## src/rtl/core/blq_pkg.sv

```systemverilog
// ----------------------------------------------------------------------------
// blq_pkg
// Shared types and codes for the battery level qualifier.
// ----------------------------------------------------------------------------
package blq_pkg;

   typedef logic [1:0]  health_type;
   typedef logic        func_type;
   typedef logic        csr_index_type;
   typedef logic [15:0] mv_type;
   typedef logic [7:0]  count_type;

   localparam health_type CLASS_INVALID    = 2'd0;
   localparam health_type CLASS_PRECHARGE  = 2'd1;
   localparam health_type CLASS_DEEP_DISCH = 2'd2;
   localparam health_type CLASS_NORMAL     = 2'd3;

   localparam func_type FUNC_SAMPLE     = 1'b0;
   localparam func_type FUNC_READ_CLEAR = 1'b1;

   localparam csr_index_type CSR_VSET     = 1'b0;
   localparam csr_index_type CSR_DEBOUNCE = 1'b1;

   localparam count_type DEFAULT_DEBOUNCE = 8'd5;

   // thresholds and control handed from the register block to the core
   typedef struct packed {
      logic [13:0] t20;
      logic [14:0] t40;
      logic [15:0] t65;
      count_type   limit;
      logic        vset_wr;
   } blq_cfg_type;

endpackage

```

## src/rtl/core/blq_req_if.sv

```systemverilog
// ----------------------------------------------------------------------------
// blq_req_if
// Request channel: sample words and flag read/clear words.
// ----------------------------------------------------------------------------
interface blq_req_if
   import blq_pkg::*;
();
   logic     valid;
   logic     ready;
   func_type func;
   mv_type   voltage_mv;

   modport source (output valid, output func, output voltage_mv, input ready);
   modport sink   (input valid, input func, input voltage_mv, output ready);
endinterface

```

## src/rtl/core/blq_rsp_if.sv

```systemverilog
// ----------------------------------------------------------------------------
// blq_rsp_if
// Response channel: adopted class, qualification and flag state.
// ----------------------------------------------------------------------------
interface blq_rsp_if
   import blq_pkg::*;
();
   logic       valid;
   logic       ready;
   health_type health;
   logic       qualified;
   mv_type     last_voltage_mv;
   logic       changed;

   modport source (output valid, output health, output qualified,
                   output last_voltage_mv, output changed, input ready);
   modport sink   (input valid, input health, input qualified,
                   input last_voltage_mv, input changed, output ready);
endinterface

```

## src/rtl/core/blq_csr_if.sv

```systemverilog
// ----------------------------------------------------------------------------
// blq_csr_if
// Register write channel.
// ----------------------------------------------------------------------------
interface blq_csr_if
   import blq_pkg::*;
();
   logic          valid;
   logic          ready;
   csr_index_type index;
   logic [15:0]   wdata;

   modport source (output valid, output index, output wdata, input ready);
   modport sink   (input valid, input index, input wdata, output ready);
endinterface

```

## src/rtl/core/blq_csr.sv

```systemverilog
// ----------------------------------------------------------------------------
// blq_csr
// Register block: set voltage thresholds (20/40/65 percent) and debounce limit.
// ----------------------------------------------------------------------------
module blq_csr
   import blq_pkg::*;
(
   input  logic         clock,
   input  logic         reset,
   blq_csr_if.sink      csr_bus,
   output blq_cfg_type  cfg
);

   logic [13:0] t20_ff, t20_in;
   logic [14:0] t40_ff, t40_in;
   logic [15:0] t65_ff, t65_in;
   count_type   limit_ff, limit_in;

   logic        wr;
   logic [31:0] prod;
   logic [13:0] q;
   logic [15:0] q5;
   logic [2:0]  r;
   logic [3:0]  r13;
   logic [17:0] s65;

   assign csr_bus.ready = 1'b1;
   assign wr = csr_bus.valid & csr_bus.ready;

   // v/5 by reciprocal, exact for 16-bit v
   assign prod = {16'd0, csr_bus.wdata} * 32'h0000_CCCD;
   assign q    = prod[31:18];
   assign q5   = {q, 2'b00} + {2'b00, q};
   assign r    = 3'(csr_bus.wdata - q5);

   // floor(13*r/5) for r < 5
   always_comb begin
      case (r)
         3'd1:    r13 = 4'd2;
         3'd2:    r13 = 4'd5;
         3'd3:    r13 = 4'd7;
         3'd4:    r13 = 4'd10;
         default: r13 = 4'd0;
      endcase
   end

   assign s65 = ({4'd0, q} << 3) + ({4'd0, q} << 2) + {4'd0, q} + {14'd0, r13};

   always_comb begin
      t20_in   = t20_ff;
      t40_in   = t40_ff;
      t65_in   = t65_ff;
      limit_in = limit_ff;
      if (wr) begin
         unique case (csr_bus.index)
            CSR_VSET: begin
               t20_in = q;
               t40_in = {q, 1'b0} + {14'd0, (r >= 3'd3)};
               t65_in = s65[17:2];
            end
            CSR_DEBOUNCE: begin
               limit_in = csr_bus.wdata[7:0];
            end
            default: begin
            end
         endcase
      end
   end

   always_ff @(posedge clock) begin
      if (reset) begin
         t20_ff   <= '0;
         t40_ff   <= '0;
         t65_ff   <= '0;
         limit_ff <= DEFAULT_DEBOUNCE;
      end else begin
         t20_ff   <= t20_in;
         t40_ff   <= t40_in;
         t65_ff   <= t65_in;
         limit_ff <= limit_in;
      end
   end

   assign cfg.t20     = t20_ff;
   assign cfg.t40     = t40_ff;
   assign cfg.t65     = t65_ff;
   assign cfg.limit   = (limit_ff == 8'd0) ? DEFAULT_DEBOUNCE : limit_ff;
   assign cfg.vset_wr = wr && (csr_bus.index == CSR_VSET);

endmodule

```

## src/rtl/core/blq_core.sv

```systemverilog
// ----------------------------------------------------------------------------
// blq_core
// Classifier, debounce and qualification state with registered response.
// ----------------------------------------------------------------------------
module blq_core
   import blq_pkg::*;
#(
   parameter int QUALIFY_SAMPLES = 600
) (
   input  logic         clock,
   input  logic         reset,
   blq_req_if.sink      req_bus,
   blq_rsp_if.source    rsp_bus,
   input  blq_cfg_type  cfg
);

   localparam int TICK_W = $clog2(QUALIFY_SAMPLES + 1);
   localparam logic [TICK_W-1:0] QTICKS = TICK_W'(QUALIFY_SAMPLES);

   health_type        class_ff, class_in;
   count_type         mm_ff, mm_in;
   logic [TICK_W-1:0] ticks_ff, ticks_in;
   logic              qual_ff, qual_in;
   logic              chg_ff, chg_in;
   mv_type            latest_ff, latest_in;

   logic              rsp_valid_ff, rsp_valid_in;
   health_type        rsp_health_ff, rsp_health_in;
   logic              rsp_qual_ff, rsp_qual_in;
   mv_type            rsp_mv_ff, rsp_mv_in;
   logic              rsp_chg_ff, rsp_chg_in;

   logic              accept;
   health_type        cls;
   count_type         mm_inc;
   logic              adopt;
   logic [TICK_W-1:0] ticks_base;

   assign req_bus.ready = ~rsp_valid_ff | rsp_bus.ready;
   assign accept        = req_bus.valid & req_bus.ready;

   always_comb begin
      if ({1'b0, req_bus.voltage_mv} >= {1'b0, cfg.t65}) begin
         cls = CLASS_NORMAL;
      end else if (req_bus.voltage_mv >= {1'b0, cfg.t40}) begin
         cls = CLASS_DEEP_DISCH;
      end else if (req_bus.voltage_mv >= {2'b00, cfg.t20}) begin
         cls = CLASS_PRECHARGE;
      end else begin
         cls = CLASS_INVALID;
      end
   end

   assign mm_inc     = (mm_ff == 8'hFF) ? mm_ff : mm_ff + 8'd1;
   assign adopt      = (cls != class_ff) && (mm_inc >= cfg.limit);
   assign ticks_base = adopt ? '0 : ticks_ff;

   always_comb begin
      class_in  = class_ff;
      mm_in     = mm_ff;
      ticks_in  = ticks_ff;
      qual_in   = qual_ff;
      chg_in    = chg_ff;
      latest_in = latest_ff;
      if (accept) begin
         if (req_bus.func == FUNC_SAMPLE) begin
            latest_in = req_bus.voltage_mv;
            if (cls == class_ff) begin
               mm_in = '0;
            end else if (adopt) begin
               class_in = cls;
               chg_in   = 1'b1;
               mm_in    = '0;
            end else begin
               mm_in = mm_inc;
            end
            ticks_in = (ticks_base < QTICKS) ? ticks_base + TICK_W'(1) : ticks_base;
            qual_in  = (ticks_in >= QTICKS) ? 1'b1 : (qual_ff & ~adopt);
         end else begin
            chg_in = 1'b0;
         end
      end
      if (cfg.vset_wr) begin
         ticks_in = '0;
         qual_in  = 1'b0;
      end
   end

   // response register
   always_comb begin
      rsp_valid_in  = accept | (rsp_valid_ff & ~rsp_bus.ready);
      rsp_health_in = rsp_health_ff;
      rsp_qual_in   = rsp_qual_ff;
      rsp_mv_in     = rsp_mv_ff;
      rsp_chg_in    = rsp_chg_ff;
      if (accept) begin
         rsp_health_in = class_in;
         rsp_qual_in   = qual_in;
         rsp_mv_in     = latest_in;
         rsp_chg_in    = (req_bus.func == FUNC_SAMPLE) ? chg_in : chg_ff;
      end
   end

   always_ff @(posedge clock) begin
      if (reset) begin
         class_ff     <= CLASS_INVALID;
         mm_ff        <= '0;
         ticks_ff     <= '0;
         qual_ff      <= 1'b0;
         chg_ff       <= 1'b0;
         latest_ff    <= '0;
         rsp_valid_ff <= 1'b0;
      end else begin
         class_ff     <= class_in;
         mm_ff        <= mm_in;
         ticks_ff     <= ticks_in;
         qual_ff      <= qual_in;
         chg_ff       <= chg_in;
         latest_ff    <= latest_in;
         rsp_valid_ff <= rsp_valid_in;
      end
   end

   always_ff @(posedge clock) begin
      rsp_health_ff <= rsp_health_in;
      rsp_qual_ff   <= rsp_qual_in;
      rsp_mv_ff     <= rsp_mv_in;
      rsp_chg_ff    <= rsp_chg_in;
   end

   assign rsp_bus.valid           = rsp_valid_ff;
   assign rsp_bus.health          = rsp_health_ff;
   assign rsp_bus.qualified       = rsp_qual_ff;
   assign rsp_bus.last_voltage_mv = rsp_mv_ff;
   assign rsp_bus.changed         = rsp_chg_ff;

   a_qual_tracks_ticks: assert property (@(posedge clock) disable iff (reset)
      qual_ff == (ticks_ff == QTICKS))
      else $error("qualified flag out of step with tick count");

   a_ticks_saturate: assert property (@(posedge clock) disable iff (reset)
      ticks_ff <= QTICKS)
      else $error("tick count beyond saturation");

   a_accept_gives_word: assert property (@(posedge clock) disable iff (reset)
      accept |=> rsp_valid_ff)
      else $error("accepted word produced no response");

   a_adopt_sets_changed: assert property (@(posedge clock) disable iff (reset)
      (class_ff != $past(class_ff)) |-> chg_ff)
      else $error("class adopted without changed flag");

endmodule

```

## src/rtl/core/battery_level_qualifier_top.sv

```systemverilog
// ----------------------------------------------------------------------------
// battery_level_qualifier_top
// Response: each accepted request word gives its response word in the next cycle.
// Throughput: one word per cycle while the response side takes each word; the response register frees as it is taken.
// Thresholds are computed in the register block from the written set voltage and registered.
// Reset: synchronous, active high; set voltage 0, debounce limit 5, state 0.
// ----------------------------------------------------------------------------
module battery_level_qualifier_top
   import blq_pkg::*;
#(
   parameter int QUALIFY_SAMPLES = 600
) (
   input  logic        clock,
   input  logic        reset,
   blq_req_if.sink     req_bus,
   blq_rsp_if.source   rsp_bus,
   blq_csr_if.sink     csr_bus
);

   blq_cfg_type cfg;

   blq_csr u_csr (
      .clock   (clock),
      .reset   (reset),
      .csr_bus (csr_bus),
      .cfg     (cfg)
   );

   blq_core #(
      .QUALIFY_SAMPLES (QUALIFY_SAMPLES)
   ) u_core (
      .clock   (clock),
      .reset   (reset),
      .req_bus (req_bus),
      .rsp_bus (rsp_bus),
      .cfg     (cfg)
   );

endmodule
```

## src/flat_wrapper.sv

```systemverilog
// flat-port wrapper written by rule: the top's interface ports become plain ports
module battery_level_qualifier_top_flat import blq_pkg::*;
#(
   parameter int QUALIFY_SAMPLES = 600
)
  (clock, reset, req_bus_valid, req_bus_func, req_bus_voltage_mv, req_bus_ready, rsp_bus_valid, rsp_bus_health, rsp_bus_qualified, rsp_bus_last_voltage_mv, rsp_bus_changed, rsp_bus_ready, csr_bus_valid, csr_bus_index, csr_bus_wdata, csr_bus_ready);
  blq_req_if req_bus_i ();
  blq_rsp_if rsp_bus_i ();
  blq_csr_if csr_bus_i ();
  input  logic clock;
  input  logic reset;
  input wire logic [$bits(req_bus_i.valid)-1:0] req_bus_valid;
  input wire logic [$bits(req_bus_i.func)-1:0] req_bus_func;
  input wire logic [$bits(req_bus_i.voltage_mv)-1:0] req_bus_voltage_mv;
  output wire logic [$bits(req_bus_i.ready)-1:0] req_bus_ready;
  output wire logic [$bits(rsp_bus_i.valid)-1:0] rsp_bus_valid;
  output wire logic [$bits(rsp_bus_i.health)-1:0] rsp_bus_health;
  output wire logic [$bits(rsp_bus_i.qualified)-1:0] rsp_bus_qualified;
  output wire logic [$bits(rsp_bus_i.last_voltage_mv)-1:0] rsp_bus_last_voltage_mv;
  output wire logic [$bits(rsp_bus_i.changed)-1:0] rsp_bus_changed;
  input wire logic [$bits(rsp_bus_i.ready)-1:0] rsp_bus_ready;
  input wire logic [$bits(csr_bus_i.valid)-1:0] csr_bus_valid;
  input wire logic [$bits(csr_bus_i.index)-1:0] csr_bus_index;
  input wire logic [$bits(csr_bus_i.wdata)-1:0] csr_bus_wdata;
  output wire logic [$bits(csr_bus_i.ready)-1:0] csr_bus_ready;
  assign req_bus_i.valid = req_bus_valid;
  assign req_bus_i.func = req_bus_func;
  assign req_bus_i.voltage_mv = req_bus_voltage_mv;
  assign req_bus_ready = req_bus_i.ready;
  assign rsp_bus_valid = rsp_bus_i.valid;
  assign rsp_bus_health = rsp_bus_i.health;
  assign rsp_bus_qualified = rsp_bus_i.qualified;
  assign rsp_bus_last_voltage_mv = rsp_bus_i.last_voltage_mv;
  assign rsp_bus_changed = rsp_bus_i.changed;
  assign rsp_bus_i.ready = rsp_bus_ready;
  assign csr_bus_i.valid = csr_bus_valid;
  assign csr_bus_i.index = csr_bus_index;
  assign csr_bus_i.wdata = csr_bus_wdata;
  assign csr_bus_ready = csr_bus_i.ready;
  battery_level_qualifier_top #(.QUALIFY_SAMPLES(QUALIFY_SAMPLES)) u_core (.clock(clock), .reset(reset), .req_bus(req_bus_i), .rsp_bus(rsp_bus_i), .csr_bus(csr_bus_i));
endmodule
```

## config.mk

```make
export PLATFORM = sky130hd
export DESIGN_NAME = battery_level_qualifier_top_flat
export DESIGN_NICKNAME = d
export VERILOG_FILES = /design/src/rtl/core/blq_pkg.sv /design/src/rtl/core/blq_req_if.sv /design/src/rtl/core/blq_rsp_if.sv /design/src/rtl/core/blq_csr_if.sv /design/src/rtl/core/blq_csr.sv /design/src/rtl/core/blq_core.sv /design/src/rtl/core/battery_level_qualifier_top.sv /design/src/flat_wrapper.sv
export SDC_FILE = /design/constraint.sdc
export NUM_CORES = 1
export LEC_CHECK = 0
export BUFFER_PORTS_ARGS = -buffer_cell sky130_fd_sc_hd__buf_2
export CAP_MARGIN = 20
export CORE_MARGIN = 1
export CORE_UTILIZATION = 33
export CTS_CLUSTER_SIZE = 28
export DETAILED_ROUTE_END_ITERATION = 10
export GPL_ROUTABILITY_DRIVEN = 0
export PLACE_DENSITY_LB_ADDON = 0.12
export REMOVE_ABC_BUFFERS = 1
export SYNTH_ARGS = -nofsm -noshare
export SYNTH_HDL_FRONTEND = slang
export SYNTH_SLANG_ARGS = --single-unit
```

## constraint.sdc

```tcl
create_clock -name clock -period 13.4 [get_ports clock]
set_input_delay 2.68 -clock clock [delete_from_list [all_inputs] [get_ports clock]]
set_output_delay 2.68 -clock clock [all_outputs]
set_load 0.02 [all_outputs]
```

; ---- Word-level counts from Yosys, hierarchy flattened
; Cells that the tools add are included.
[word_totals]
regBits = 112
in_bits = 39
output_inout_bits = 23
elab_cells = 80
[classes]
n_addsub = 8
multipliers = 1
magnitude_cmp = 7
n_eq_ne = 7
mux = 25
bitwise_logic = 10
n_reduce_logical = 7
[ops]
columns = operator, n
row1 = 16-bit by 16-bit multiplier with 32-bit output (second input constant), 1
row2 = 16-bit two-way mux, 2
row3 = 8-bit two-way mux, 4
row4 = 10-bit two-way mux, 2
row5 = 17-bit by 16-bit adder with 18-bit output, 1
row6 = 18-bit by 14-bit adder with 18-bit output, 1
row7 = 18-bit by 4-bit adder with 18-bit output, 1
row8 = 16-bit by 14-bit greater-or-equal comparator with 1-bit output, 1
row9 = 16-bit by 15-bit greater-or-equal comparator with 1-bit output, 1
row10 = 16-bit greater-or-equal comparator, 1
row11 = 4-bit case mux with 4 select lines, 1
row12 = 15-bit by 1-bit adder with 15-bit output, 1
row13 = 2-bit two-way mux, 6
row14 = 10-bit by 1-bit adder with 10-bit output (second input constant), 1
row15 = 10-bit greater-or-equal comparator (second input constant), 1
row16 = 10-bit < comparator (second input constant), 1
row17 = 1-bit two-way mux, 10
row18 = 8-bit by 1-bit adder with 8-bit output (second input constant), 1
row19 = 8-bit == test (second input constant), 1
row20 = 8-bit greater-or-equal comparator, 1
row21 = 8-bit logical NOT, 1
row22 = 3-bit by 2-bit == test with 1-bit output (second input constant), 2
row23 = 2-bit AND reduction, 3
row24 = 1-bit NOT, 5
row25 = other kinds (11), 15

; ---- Longest topological paths before layout
; Gate-level depths: netlist of the first run.
[logic_depth]
ltp_word = 14
ltp_mapped = 39
mapped_depth_nobuf = 39

; ---- Cells and area by module
; Synthesis of the first run repeated with hierarchy kept, for this count alone.
[hier_totals]
cells_unflattened = 1352
area_unflattened_um2 = 11751.3
[modules_own_cells]
columns = mod, instances, cells_each, area_each_um2, seq_area_each_um2
row1 = blq_csr, 1, 870, 7763.7, 780.7
row2 = blq_core, 1, 482, 3987.6, 1381.3

; ---- Worst setup path before layout of the first run
; Ideal clock, no wire load.
[synth_timing]
path_type = input-to-reg
start = input port csr_bus_wdata[1]
end = register u_core.u_csr.t65_ff[13]
setup_ps = 70
t_arrival_ps = 10755
required_time_ps = 13330
setup_slack_ps = 2575
stages = 35
path_buffers = 0
path_cell_list = ha_1 -> xor2_1 -> ha_1 -> fa_1 -> fa_1 -> fa_1 -> inv_1 -> fa_1 -> inv_1 -> ha_1 -> nor4_1 -> o221ai_1 -> a21oi_1 -> inv_1 -> a21oi_1 -> xnor2_1 -> inv_1 -> ha_1 -> fa_1 -> xnor2_1 -> xnor2_1 -> or2_2 -> fa_1 -> fa_1 -> inv_1 -> ha_1 -> a21o_1 -> a211oi_1 -> nor2_1 -> o211ai_1 -> nand3_1 -> a31oi_1 -> xnor2_1 -> nand2_1 -> a21oi_1
[synth_between]
elab_chain_cells = 6
word_cells_on_any_way = 11
classes_between = add/sub (5) / mul (1) / eq/ne (4) / mux (1)
[synth_lines]
columns = item, line
row1 = from (decl), flat_wrapper.sv:24  ; input wire logic [$bits(csr_bus_i.wdata)-1:0] csr_bus_wdata;
row2 = 16-bit by 16-bit multiplier with 32-bit output *, blq_csr.sv:31  ; assign prod = {16'd0, csr_bus.wdata} * 32'h0000_CCCD;
row3 = net u_core.u_csr.prod[18], blq_csr.sv:20  ; logic [31:0] prod;
row4 = branches (longest 4 deep; another with 17-bit by 16-bit adder with 18-bit output), n/a
row5 = 18-bit by 4-bit adder with 18-bit output *, blq_csr.sv:47  ; assign s65 = ({4'd0, q} << 3) + ({4'd0, q} << 2) + {4'd0, q} + {14'd0, r13};
row6 = to (signal assigned), blq_csr.sv:79  ; t65_ff <= t65_in;
row7 = to (decl), blq_csr.sv:16  ; logic [15:0] t65_ff, t65_in;
; Mark *: on every way through the listed nets, which the timed path passes.
; A chain may end at the register's enable or synchronous reset.

; ---- Final worst setup path of the first run
[layout_timing]
start = input port csr_bus_wdata[2]
end = register u_core.u_csr.t65_ff[13]
; Same word-level chain as after synthesis.

==> impl_results.md, run 1 <==
- Post-CTS setup buffers: 0
- Ys flop type: dfxtp_1
- Critical Path Most Common Cell: fa_1
- Drc violations: 0
- Post-CTS Resized: 0
- Final setup viols: 0
- Final hold violations: 0
- Reg clk slew, reported paths: ~0.07 ns
- DR iter-0 viols: 330
- RSZ-0062 raised after global routing: false
- Layout cells sized above 1: approximately 7.7%
- Core area: roughly 0.033 sq mm
- Fin. max-slew vios: 0
- Yosys reg bits: slightly below 100
- Die Footprint: 0.0338 sq mm
- CTS Root Cell: clkbuf_16
- WL final: between 20000 and 30000 um
- Detailed Routing Iterations Pass 1: 4
- Sequential fraction of the synthesis area: 19.8%
- Vias in the first global route: 8212
- CTS sink cnt: 98
- Crit-path max cell delay: ~0.57 ns
- TritonCTS buffer count: 9
- Core Rows: 66
- Die height: ~180 um
- Max-Cap Viols: 0
- Fillers: between 3000 and 4000
- Setup TNS: 0 ns
- F_max: 88.4 MHz
- Cell variety after synth: 59
- Die extent in x: approximately 180 um
- Maximum number of pins on one net before global-route repair: 64
- Clk buf depth: 2
- Mapped Area: around 0.011 sq mm
- Yosys top cell area share: 25.3%
- TritonCTS clock tree: done
- Placed Cells: roughly 1700
- Crit path required time: 13.68 ns
- Cts-stage hold buffer count: 0
- Initial Util: between 30% and 40%
- Grt ovf: 0
- Worst EP arrival: 11.59 ns
- Via count: between 8000 and 9000
- Post-synth top area cell: ha_1
- Synth-to-Final Area Change: 9.72%
- Status: completed
- Pin slew with the least headroom to its limit: about 0.9 ns
- WS Path Type: input pin to flop
- CP max FO: 8
- Largest cells by area after synthesis: ha_1 (25%), fa_1 (17%), dfxtp_1 (14%)
- # H-tree levels: 3
- Diode count: 0
- Post-layout nets: around 1600
- Post-synth ARST share: 0%
- CP startpoint kind: input pin
- Worst min path class: flop to flop
- Vias per cell: about 4.6
- Final HPWL DP: 21400 um
- Yosys warns: 0
- Slowest CP cell: fa_1
- Clk_lat worst skew: 0.35 ns
- WL/cell: ~15 um
- I/O Pins: 62
- Final setup skew: 0.00815 ns
- WHS: 0.450 ns
- Initial antenna violation count: 0
- CP Capture Type: flop
- Final Critical Period: roughly 11 ns
- Routed Antenna Nets: 0
- Tcrit/Tclk final: a little over four fifths
- Layout Utilization: roughly 37%
- R2R Path Start: u_core.u_core.mm_ff[0]
- Post-synth EDFFs: 20
- Worst rel slew slack: between 40% and 50%
- GRT Util Overall: 16.0%
- Post-synthesis instance total: about 1200
- Port buffer count: 60
- Syn Area/Cell: 8.76 sq um
- Non-filler cells, final: between 1500 and 2000
- First-pass GRT wire length: 42800 um
- Hold Crit Start: u_core.u_csr.t65_ff[11]
- Crit path from: csr_bus_wdata[2]
## cells by family (layout without fill, tap and decap cells)
family,Yosys count,in the layout,synth area share [%]
compound gates,208,208,11.7
mux,2,2,0.195
flops,98,98,19.8
xor+xnor,40,40,3.21
fa+ha+maj,313,313,42.2
other cells,1,1,0.0344
buf+inv,250,301,8.67
simple gates,334,334,14.2
## cell usage after synthesis, drive strengths merged, types with 19 or more instances
master,n
ha,221
nand2,152
nand3,29
nor3,19
clkbuf,25
xnor2,25
dfxtp,78
o21ai,40
a21oi,88
nor2,56
fa,92
inv,220
edfxtp,20
## layer usage
metal	global-route usage [%]	routed length (um)	up-vias	part of all wire [%]
met2	26.4	11800	74	46
li1	-	-	4247	-
met3	1.05	453	12	1.8
met1	22.7	13100	3741	51
met4	3.73	225	0	0.88
met5	0	0	-	0
## per-stage QoR
stage	setup WS (ns)	area, sq um
floorplan	2.53	10800
global placement	1.85	11700
detailed placement	1.66	11700
CTS	2.04	12000
global route	1.41	12000
finish	2.09	12000
## worst max-delay path, delay by kind of cell
family | cells | cell delay [ns]
AND/OR/NAND/NOR | 5 | 0.98
adder cells (fa/ha/maj) | 12 | 4.77
XOR/XNOR | 5 | 0.90
AO/OA/AOI/OAI | 8 | 1.66
buffers and inverters | 6 | 0.56
## flip-flops by register name, summed over array words and instances (netlist names)
register,cells
u_core.u_core.mm_ff,8
u_core.u_core.class_ff,2
u_core.u_core.latest_ff,16
u_core.u_core.chg_ff,1
u_core.u_csr.t20_ff,14
u_core.u_core.rsp_bus.changed,1
u_core.u_core.rsp_bus.last_voltage_mv,16
u_core.u_core.ticks_ff,10
u_core.u_csr.limit_ff,8
u_core.u_core.qual_ff,1
u_core.u_core.rsp_bus.valid,1
u_core.u_csr.t65_ff,16
u_core.u_core.rsp_bus.qualified,1
u_core.u_core.rsp_bus.health,2
u_core.u_csr.t40_ff,1
## worst paths after layout
| check | to | slack (ns) | cells past startpoint |
|---|---|---|---|
| max | u_core.u_csr.t65_ff[13] | 2.09 | 36 |
| min | u_core.u_csr.t65_ff[11] | 0.45 | 2 |
| max reg2reg | u_core.u_core.rsp_bus.qualified | 8.38 | 24 |
| min reg2reg | u_core.u_csr.t65_ff[11] | 0.45 | 2 |
## layout make-up
cell class	instances	area, sq um	share of cell area, %
multi-input combinational	898	7810	65.2
clock buffer	9	225	1.88
inverter	220	826	6.90
sequential	98	2160	18.1
tap	442	553	4.62
timing repair buffer	65	338	2.82
clock inverter	7	60.1	0.501
## placed cells by master, fill, tap and decap left out, drive strengths merged, types with 19 or more instances in the layout
master / count
edfxtp: 20
fa: 92
ha: 221
dfxtp: 78
nand3: 29
o21ai: 40
nand2: 152
xnor2: 25
nor3: 19
a21oi: 88
buf: 65
inv: 223
nor2: 56
Power of run 1 is not shown: default switching activity piles up to over one toggle a cycle in this logic, so the estimate is an artifact.
==> run 2, diff against run 1 <==
ABC_AREA = 1   (was default)
clock period = 11.3 ns   (was 13.4 ns; I/O delays follow)
==> run 2 against run 1 <==
  * Sequential share of layout area down 0.69 points
  * Synthesized area up 2.6%
  * Synthesized cell count up 7.5%
  * Count of clock-buffer cells in the layout up 1
  * Worst hold slack better by 0.018 ns
  * Critical path type unchanged
  * Critical endpoint is now u_core.u_csr.t65_ff[12]
==> impl_results.md, run 2 <==
- Routed Antenna Nets: 0 (unchanged)
- Max-Cap Viols: 0 (unchanged)
- Worst EP arrival: 10.81 ns (was 11.59 ns)
- Reg2reg path depth: 29 (was 24)
- Commonest cells in the netlist: inv_1 (296), ha_1 (221), nand2_1 (183) (was ha_1 (221), inv_1 (220), nand2_1 (152))
- WS Path Type: input pin to flop (unchanged)
- Slowest CP cell: fa_1 (unchanged)
- R2r setup slk: 6.69 ns (was 8.38 ns)
- Largest cells by area after synthesis: ha_1 (25%), fa_1 (16%), dfxtp_1 (14%) (was ha_1 (25%), fa_1 (17%), dfxtp_1 (14%))
- WHS Endpoint: u_core.u_core.latest_ff[14] (was u_core.u_csr.t65_ff[11])
- Critical Path Most Common Cell: inv_1 (was fa_1)
- Yosys top cell area share: 24.7% (was 25.3%)
- Die Footprint: 0.0347 sq mm (was 0.0338 sq mm)
- Worst rel slew slack: 30.2% (was 41.5%)
- Most frequent cells in the layout: inv_1 (295), ha_1 (218), nand2_1 (183) (was ha_1 (221), inv_1 (220), nand2_1 (152))
- WL/cell: 14.2 um (was 14.7 um)
- Via count: 8486 (was 8074)
- Grt ovf: 0 (unchanged)
- Final HPWL DP: 22300 um (was 21400 um)
- Status: completed (unchanged)
- Vias per cell: 4.56 (was 4.64)
- Fin. max-slew vios: 0 (unchanged)
- Crit-path max cell delay: 0.54 ns (was 0.57 ns)
- WL final: 26400 um (was 25600 um)
- Initial antenna violation count: 0 (unchanged)
- Initial Util: 33.5% (about the same)
- Final setup skew: 0.00878 ns (was 0.00815 ns)
- TritonCTS buffer count: 9 (unchanged)
- Mapped Area: 0.0112 sq mm (was 0.0109 sq mm)
- Synth-to-Final Area Change: 11.1% (was 9.72%)
- DR iter-0 viols: 368 (was 330)
- Tcrit/Tclk final: 93.8%
- Maximum number of pins on one net before global-route repair: 67 (was 64)
- Final Critical Period: 10.60 ns
- CP Capture Type: flop (unchanged)
- CTS Root Cell: clkbuf_16 (unchanged)
- Most frequent cell after synthesis: inv_1 (was ha_1)
- RSZ-0062 raised after global routing: false (unchanged)
- Clk_lat worst skew: 0.36 ns (was 0.35 ns)
- Crit path required time: 11.51 ns (was 13.68 ns)
- Post-synth ARST share: 0% (unchanged)
- Die height: 186 um (was 184 um)
- Port buffer count: 60 (unchanged)
- Syn Area/Cell: 8.36 sq um (was 8.76 sq um)
- Pin slew with the least headroom to its limit: 1.05 ns (was 0.875 ns)
- Reg clk slew, reported paths: 0.07 ns (about the same)
- Drc violations: 0 (unchanged)
- Post-layout nets: 1762 (was 1644)
- Final setup viols: 0 (unchanged)
- R2R Path Start: u_core.u_core.mm_ff[1] (was u_core.u_core.mm_ff[0])
- Setup TNS: 0 ns (unchanged)
- Yosys warns: 0 (unchanged)
- Core area: 0.0334 sq mm (was 0.0325 sq mm)
- Detailed Routing Iterations Pass 1: 5 (was 4)
- # H-tree levels: 3 (unchanged)
- Post-synth EDFFs: 20 (unchanged)
- RR Endpoint: u_core.u_core.rsp_bus.qualified (unchanged)
- Ys flop type: dfxtp_1 (unchanged)
- Die extent in x: 186 um (was 184 um)
- Cell variety after synth: 52 (was 59)
- Hold path cells: 2 (unchanged)
- Post-synthesis instance total: 1340 (was 1246)
- Diode count: 0 (unchanged)
- Commonest non-fill, non-tap cell in the layout: inv_1 (was ha_1)
- Post-synth top area cell: ha_1 (unchanged)
- I/O Pins: 62 (unchanged)
- CP startpoint kind: input pin (unchanged)
- Core Rows: 67 (was 66)
- CTS sink cnt: 98 (unchanged)
- Yosys reg bits: 98 (unchanged)
- Final hold violations: 0 (unchanged)
- Sequential fraction of the synthesis area: 19.3% (was 19.8%)
- GRT Util Overall: 15.9% (was 16.0%)
- Clk buf depth: 2 (unchanged)
- Layout cells sized above 1: 10.1% (was 7.71%)
- F_max: between 90 and 100 MHz
- First-pass GRT wire length: 43100 um (was 42800 um)
- Hold Crit Start: u_core.u_core.latest_ff[14] (was u_core.u_csr.t65_ff[11])
- Worst min path class: flop to flop (unchanged)
- Vias in the first global route: 8406 (was 8212)
- TritonCTS clock tree: done (unchanged)
- CP max FO: 5 (was 8)
==> run 2: cell count changes in the layout (fill, tap and decap cells not counted), moves of 12 or more <==
cell,previous run,this run
nor2_1,55,71
xnor2_1,25,4
inv_1,220,295
a21oi_1,88,101
xor2_1,15,27
buf_4,5,19
nand2_1,152,183
==> run 2: worst max path at each step <==
stage	startpoint	to	slack, ns	cells past startpoint
finish	csr_bus_wdata[7]	u_core.u_csr.t65_ff[12]	0.70	52
global route	csr_bus_wdata[5]	u_core.u_csr.t65_ff[12]	0.03	52
CTS	csr_bus_wdata[7]	u_core.u_csr.t65_ff[12]	0.53	51
detailed placement	csr_bus_wdata[7]	u_core.u_csr.t65_ff[13]	0.15	40
global placement	csr_bus_wdata[7]	u_core.u_csr.t65_ff[12]	0.27	51
floorplan	csr_bus_wdata[7]	u_core.u_csr.t65_ff[12]	0.79	50
==> run 2: metrics by stage <==
stage          instance area [sq um]  worst slack [ns]  utilization [%]  instances  hold slack, ns
6_report                       12400             0.698             37.2       1863           0.468
2_1_floorplan                  11100             0.785                -       1320           0.438
3_5_place_dp                   12100             0.154             36.2       1847           0.456
3_3_place_gp                   12100             0.271             36.2       1847           0.454
5_1_grt                        12400            0.0279             37.2       1863           0.482
4_1_cts                        12400             0.531             37.1       1863           0.471
==> run 2: cells by family after synthesis <==
family / share of synthesized area (%)
buf+inv: 10.9
simple gates: 13.7
fa+ha+maj: 41.1
xor+xnor: 2.58
mux: 0.101
flops: 19.3
other cells: 0.0335
compound gates: 12.2
==> run 2: repair_timing <==
| item | in CTS | in global routing |
|---|---|---|
| endpoints found under the setup margin | 0 | 2 |
| setup buffers | 0 | 0 |
| hold buffers | 0 | 0 |
| resized for setup | 0 | 9 |
==> run 2: worst max-delay path, delay by kind of cell <==
| family | cells | cell delay, ns |
|---|---|---|
| AOI/OAI and AO/OA | 9 | 0.89 |
| xor gates and xnor gates | 2 | 0.30 |
| adders and majority gates | 12 | 4.65 |
| buffers and inverters | 14 | 1.07 |
| and+or+nand+nor | 15 | 1.63 |
==> run 2: cell type report <==
type / instances / area (sq um)
Inverter: 300 / 1130
Clock inverter: 6 / 56.3
Tap cell: 448 / 561
Sequential cell: 98 / 2160
Timing Repair Buffer: 79 / 443
Multi-Input combinational cell: 922 / 7860
Fill cell: 3442 / 21000
Clock buffer: 10 / 239
==> run 2: per-layer routing <==
layer	routed length (um)	vias to the layer above	GRT usage (%)
li1	-	4486	-
met1	13700	3886	23.1
met2	11900	103	25.9
met3	590	11	1.19
met4	218	0	3.21
met5	0	-	0
Power of run 2 is left out for the same reason.
==> run 3, diff against run 2 <==
RECOVER_POWER = 50   (was default)
==> run 3 against run 2 <==
  * The flow now finishes with violations (capacitance limit, slew limit)
  * Critical path type unchanged
  * Sequential share of layout area increased by 0.052 points
  * Worst hold slack about the same
  * Register-to-register slack about the same
  * Sequential cell count is the same
  * Non-clock buffer count is the same
  * Via count fell by 0.15%
  * Global-route usage is the same
  * First-iteration DRC count up 6.8%
  * Count of clock-buffer cells in the layout unchanged
==> impl_results.md, run 3 (synthesis results as in run 2) <==
- Status: finished, violations left (was completed)
- Failing checks: capacitance limit, slew limit
- Layout Utilization: 37.1% (was 37.2%)
- Critical Path Most Common Cell: inv_1 (unchanged)
- I/O Pins: 62 (unchanged)
- Final setup skew: 0.00884 ns (was 0.00878 ns)
- Core area: 0.0334 sq mm (unchanged)
- Setup slack after layout: 0.700 ns (was 0.698 ns)
- Crit-path max cell delay: 0.54 ns (about the same)
- Maximum number of pins on one net before global-route repair: 67 (unchanged)
- Crit path buf inv count: 14 (unchanged)
- DR iter-0 viols: 393 (was 368)
- RSZ-0062 raised after global routing: false (unchanged)
- Cell family with most CP delay: adder cells (unchanged)
- # H-tree levels: 3 (unchanged)
- Routed Antenna Nets: 0 (unchanged)
- Hold path cells: 2 (unchanged)
- F_max: 94.3 MHz (about the same)
- WHS: 0.468 ns (about the same)
- WHS Endpoint: u_core.u_core.latest_ff[14] (unchanged)
- Clk_lat worst skew: 0.36 ns (about the same)
- TritonCTS buffer count: 9 (unchanged)
- Vias in the first global route: 8406 (unchanged)
- Worst rel slew slack: -86.0% (was 30.2%)
- Grt ovf: 0 (unchanged)
- Drc violations: 0 (unchanged)
- Max-Cap Viols: 2 (was 0)
- CTS Root Cell: clkbuf_16 (unchanged)
- Port buffer count: 60 (unchanged)
- WL final: 26400 um (about the same)
- Most frequent cells in the layout: inv_1 (295), ha_1 (218), nand2_1 (183) (unchanged)
- CTS sink cnt: 98 (unchanged)
- Crit path required time: 11.51 ns (about the same)
- Post-layout nets: 1762 (unchanged)
- Post-CTS setup buffers: 0 (unchanged)
- Core Rows: 67 (unchanged)
- CP Capture Type: flop (unchanged)
- Fin. max-slew vios: 100 (was 0)
- Setup TNS: 0 ns (unchanged)
- GRT Util Overall: 15.9% (unchanged)
- Detailed Routing Iterations Pass 1: 5 (unchanged)
- Diode count: 0 (unchanged)
- Die Footprint: 0.0347 sq mm (unchanged)
- Tcrit/Tclk final: 93.8% (about the same)
- WL/cell: 14.2 um (about the same)
- WS Path Type: input pin to flop (unchanged)
- CP startpoint kind: input pin (unchanged)
- Die height: 186 um (unchanged)
- Final setup viols: 0 (unchanged)
- Reg clk slew, reported paths: 0.07 ns (about the same)
- Initial Util: 33.5% (unchanged)
- Clk buf depth: 2 (unchanged)
- First-pass GRT wire length: 43100 um (unchanged)
- Synth-to-Final Area Change: 10.8% (was 11.1%)
- Worst min path class: flop to flop (unchanged)
- Worst EP arrival: 10.81 ns (about the same)
- Die extent in x: 186 um (unchanged)
- Pin slew with the least headroom to its limit: 2.79 ns (was 1.05 ns)
- Via count: 8473 (was 8486)
- Final Critical Period: 10.60 ns (about the same)
- Final HPWL DP: 22300 um (unchanged)
- Initial antenna violation count: 0 (unchanged)
- Crit path from: csr_bus_wdata[7] (unchanged)
- TritonCTS clock tree: done (unchanged)
- RR Endpoint: u_core.u_core.rsp_bus.qualified (unchanged)
- Reg2reg path depth: 29 (unchanged)
- CP max FO: 5 (unchanged)
- Hold Crit Start: u_core.u_core.latest_ff[14] (unchanged)
- Layout cells sized above 1: 8.34% (was 10.1%)
- Commonest non-fill, non-tap cell in the layout: inv_1 (unchanged)
- R2r setup slk: 6.69 ns (about the same)
- R2R Path Start: u_core.u_core.mm_ff[1] (unchanged)
- Final hold violations: 0 (unchanged)
- Post-place setup slack: 0.154 ns (unchanged)
- Slowest CP cell: fa_1 (unchanged)
- Vias per cell: 4.55 (was 4.56)
run 3: cell type report:
| class | instances | area [sq um] |
|---|---|---|
| fill | 3460 | 21000 |
| multi-input combinational | 922 | 7860 |
| sequential | 98 | 2160 |
| inverter | 300 | 1130 |
| tap | 448 | 561 |
| timing repair buffer | 79 | 405 |
| clock buffer | 10 | 239 |
| clock inverter | 6 | 56.3 |
run 3: worst max-delay path by stage:
stage                     cells after the start                      end  slack (ns)
final                                        52  u_core.u_csr.t65_ff[12]        0.70
after global routing                         52  u_core.u_csr.t65_ff[12]        0.03
after CTS                                    51  u_core.u_csr.t65_ff[12]        0.53
after detailed placement                     40  u_core.u_csr.t65_ff[13]        0.15
after global placement                       51  u_core.u_csr.t65_ff[12]        0.27
after floorplan                              50  u_core.u_csr.t65_ff[12]        0.79
run 3: worst reg2reg max path: cells and delay by family (launching register included):
kind	cells	cell delay (ns)
adders and majority gates	3	0.79
AOI/OAI and AO/OA	2	0.23
buffers and inverters	3	0.22
and+or+nand+nor	20	2.40
muxes	1	0.35
DFF	1	0.40
run 3: per-stage QoR:
step	instances	instance area, sq um
2_1_floorplan	1320	11100
3_3_place_gp	1847	12100
3_5_place_dp	1847	12100
4_1_cts	1863	12400
5_1_grt	1863	12400
6_report	1863	12400
run 3: what timing repair did:
item,CTS,global route
resized for setup,0,9
endpoints found under the setup margin,0,2
hold buffers,0,0
run 3: routing by layer:
layer	vias up	part of all wire, %	track usage (%)
met5	-	0	0
met4	0	0.83	3.21
met3	11	2.3	1.19
met2	109	45	25.9
met1	3867	52	23.1
li1	4486	-	-
Power of run 3 is left out for the same reason.
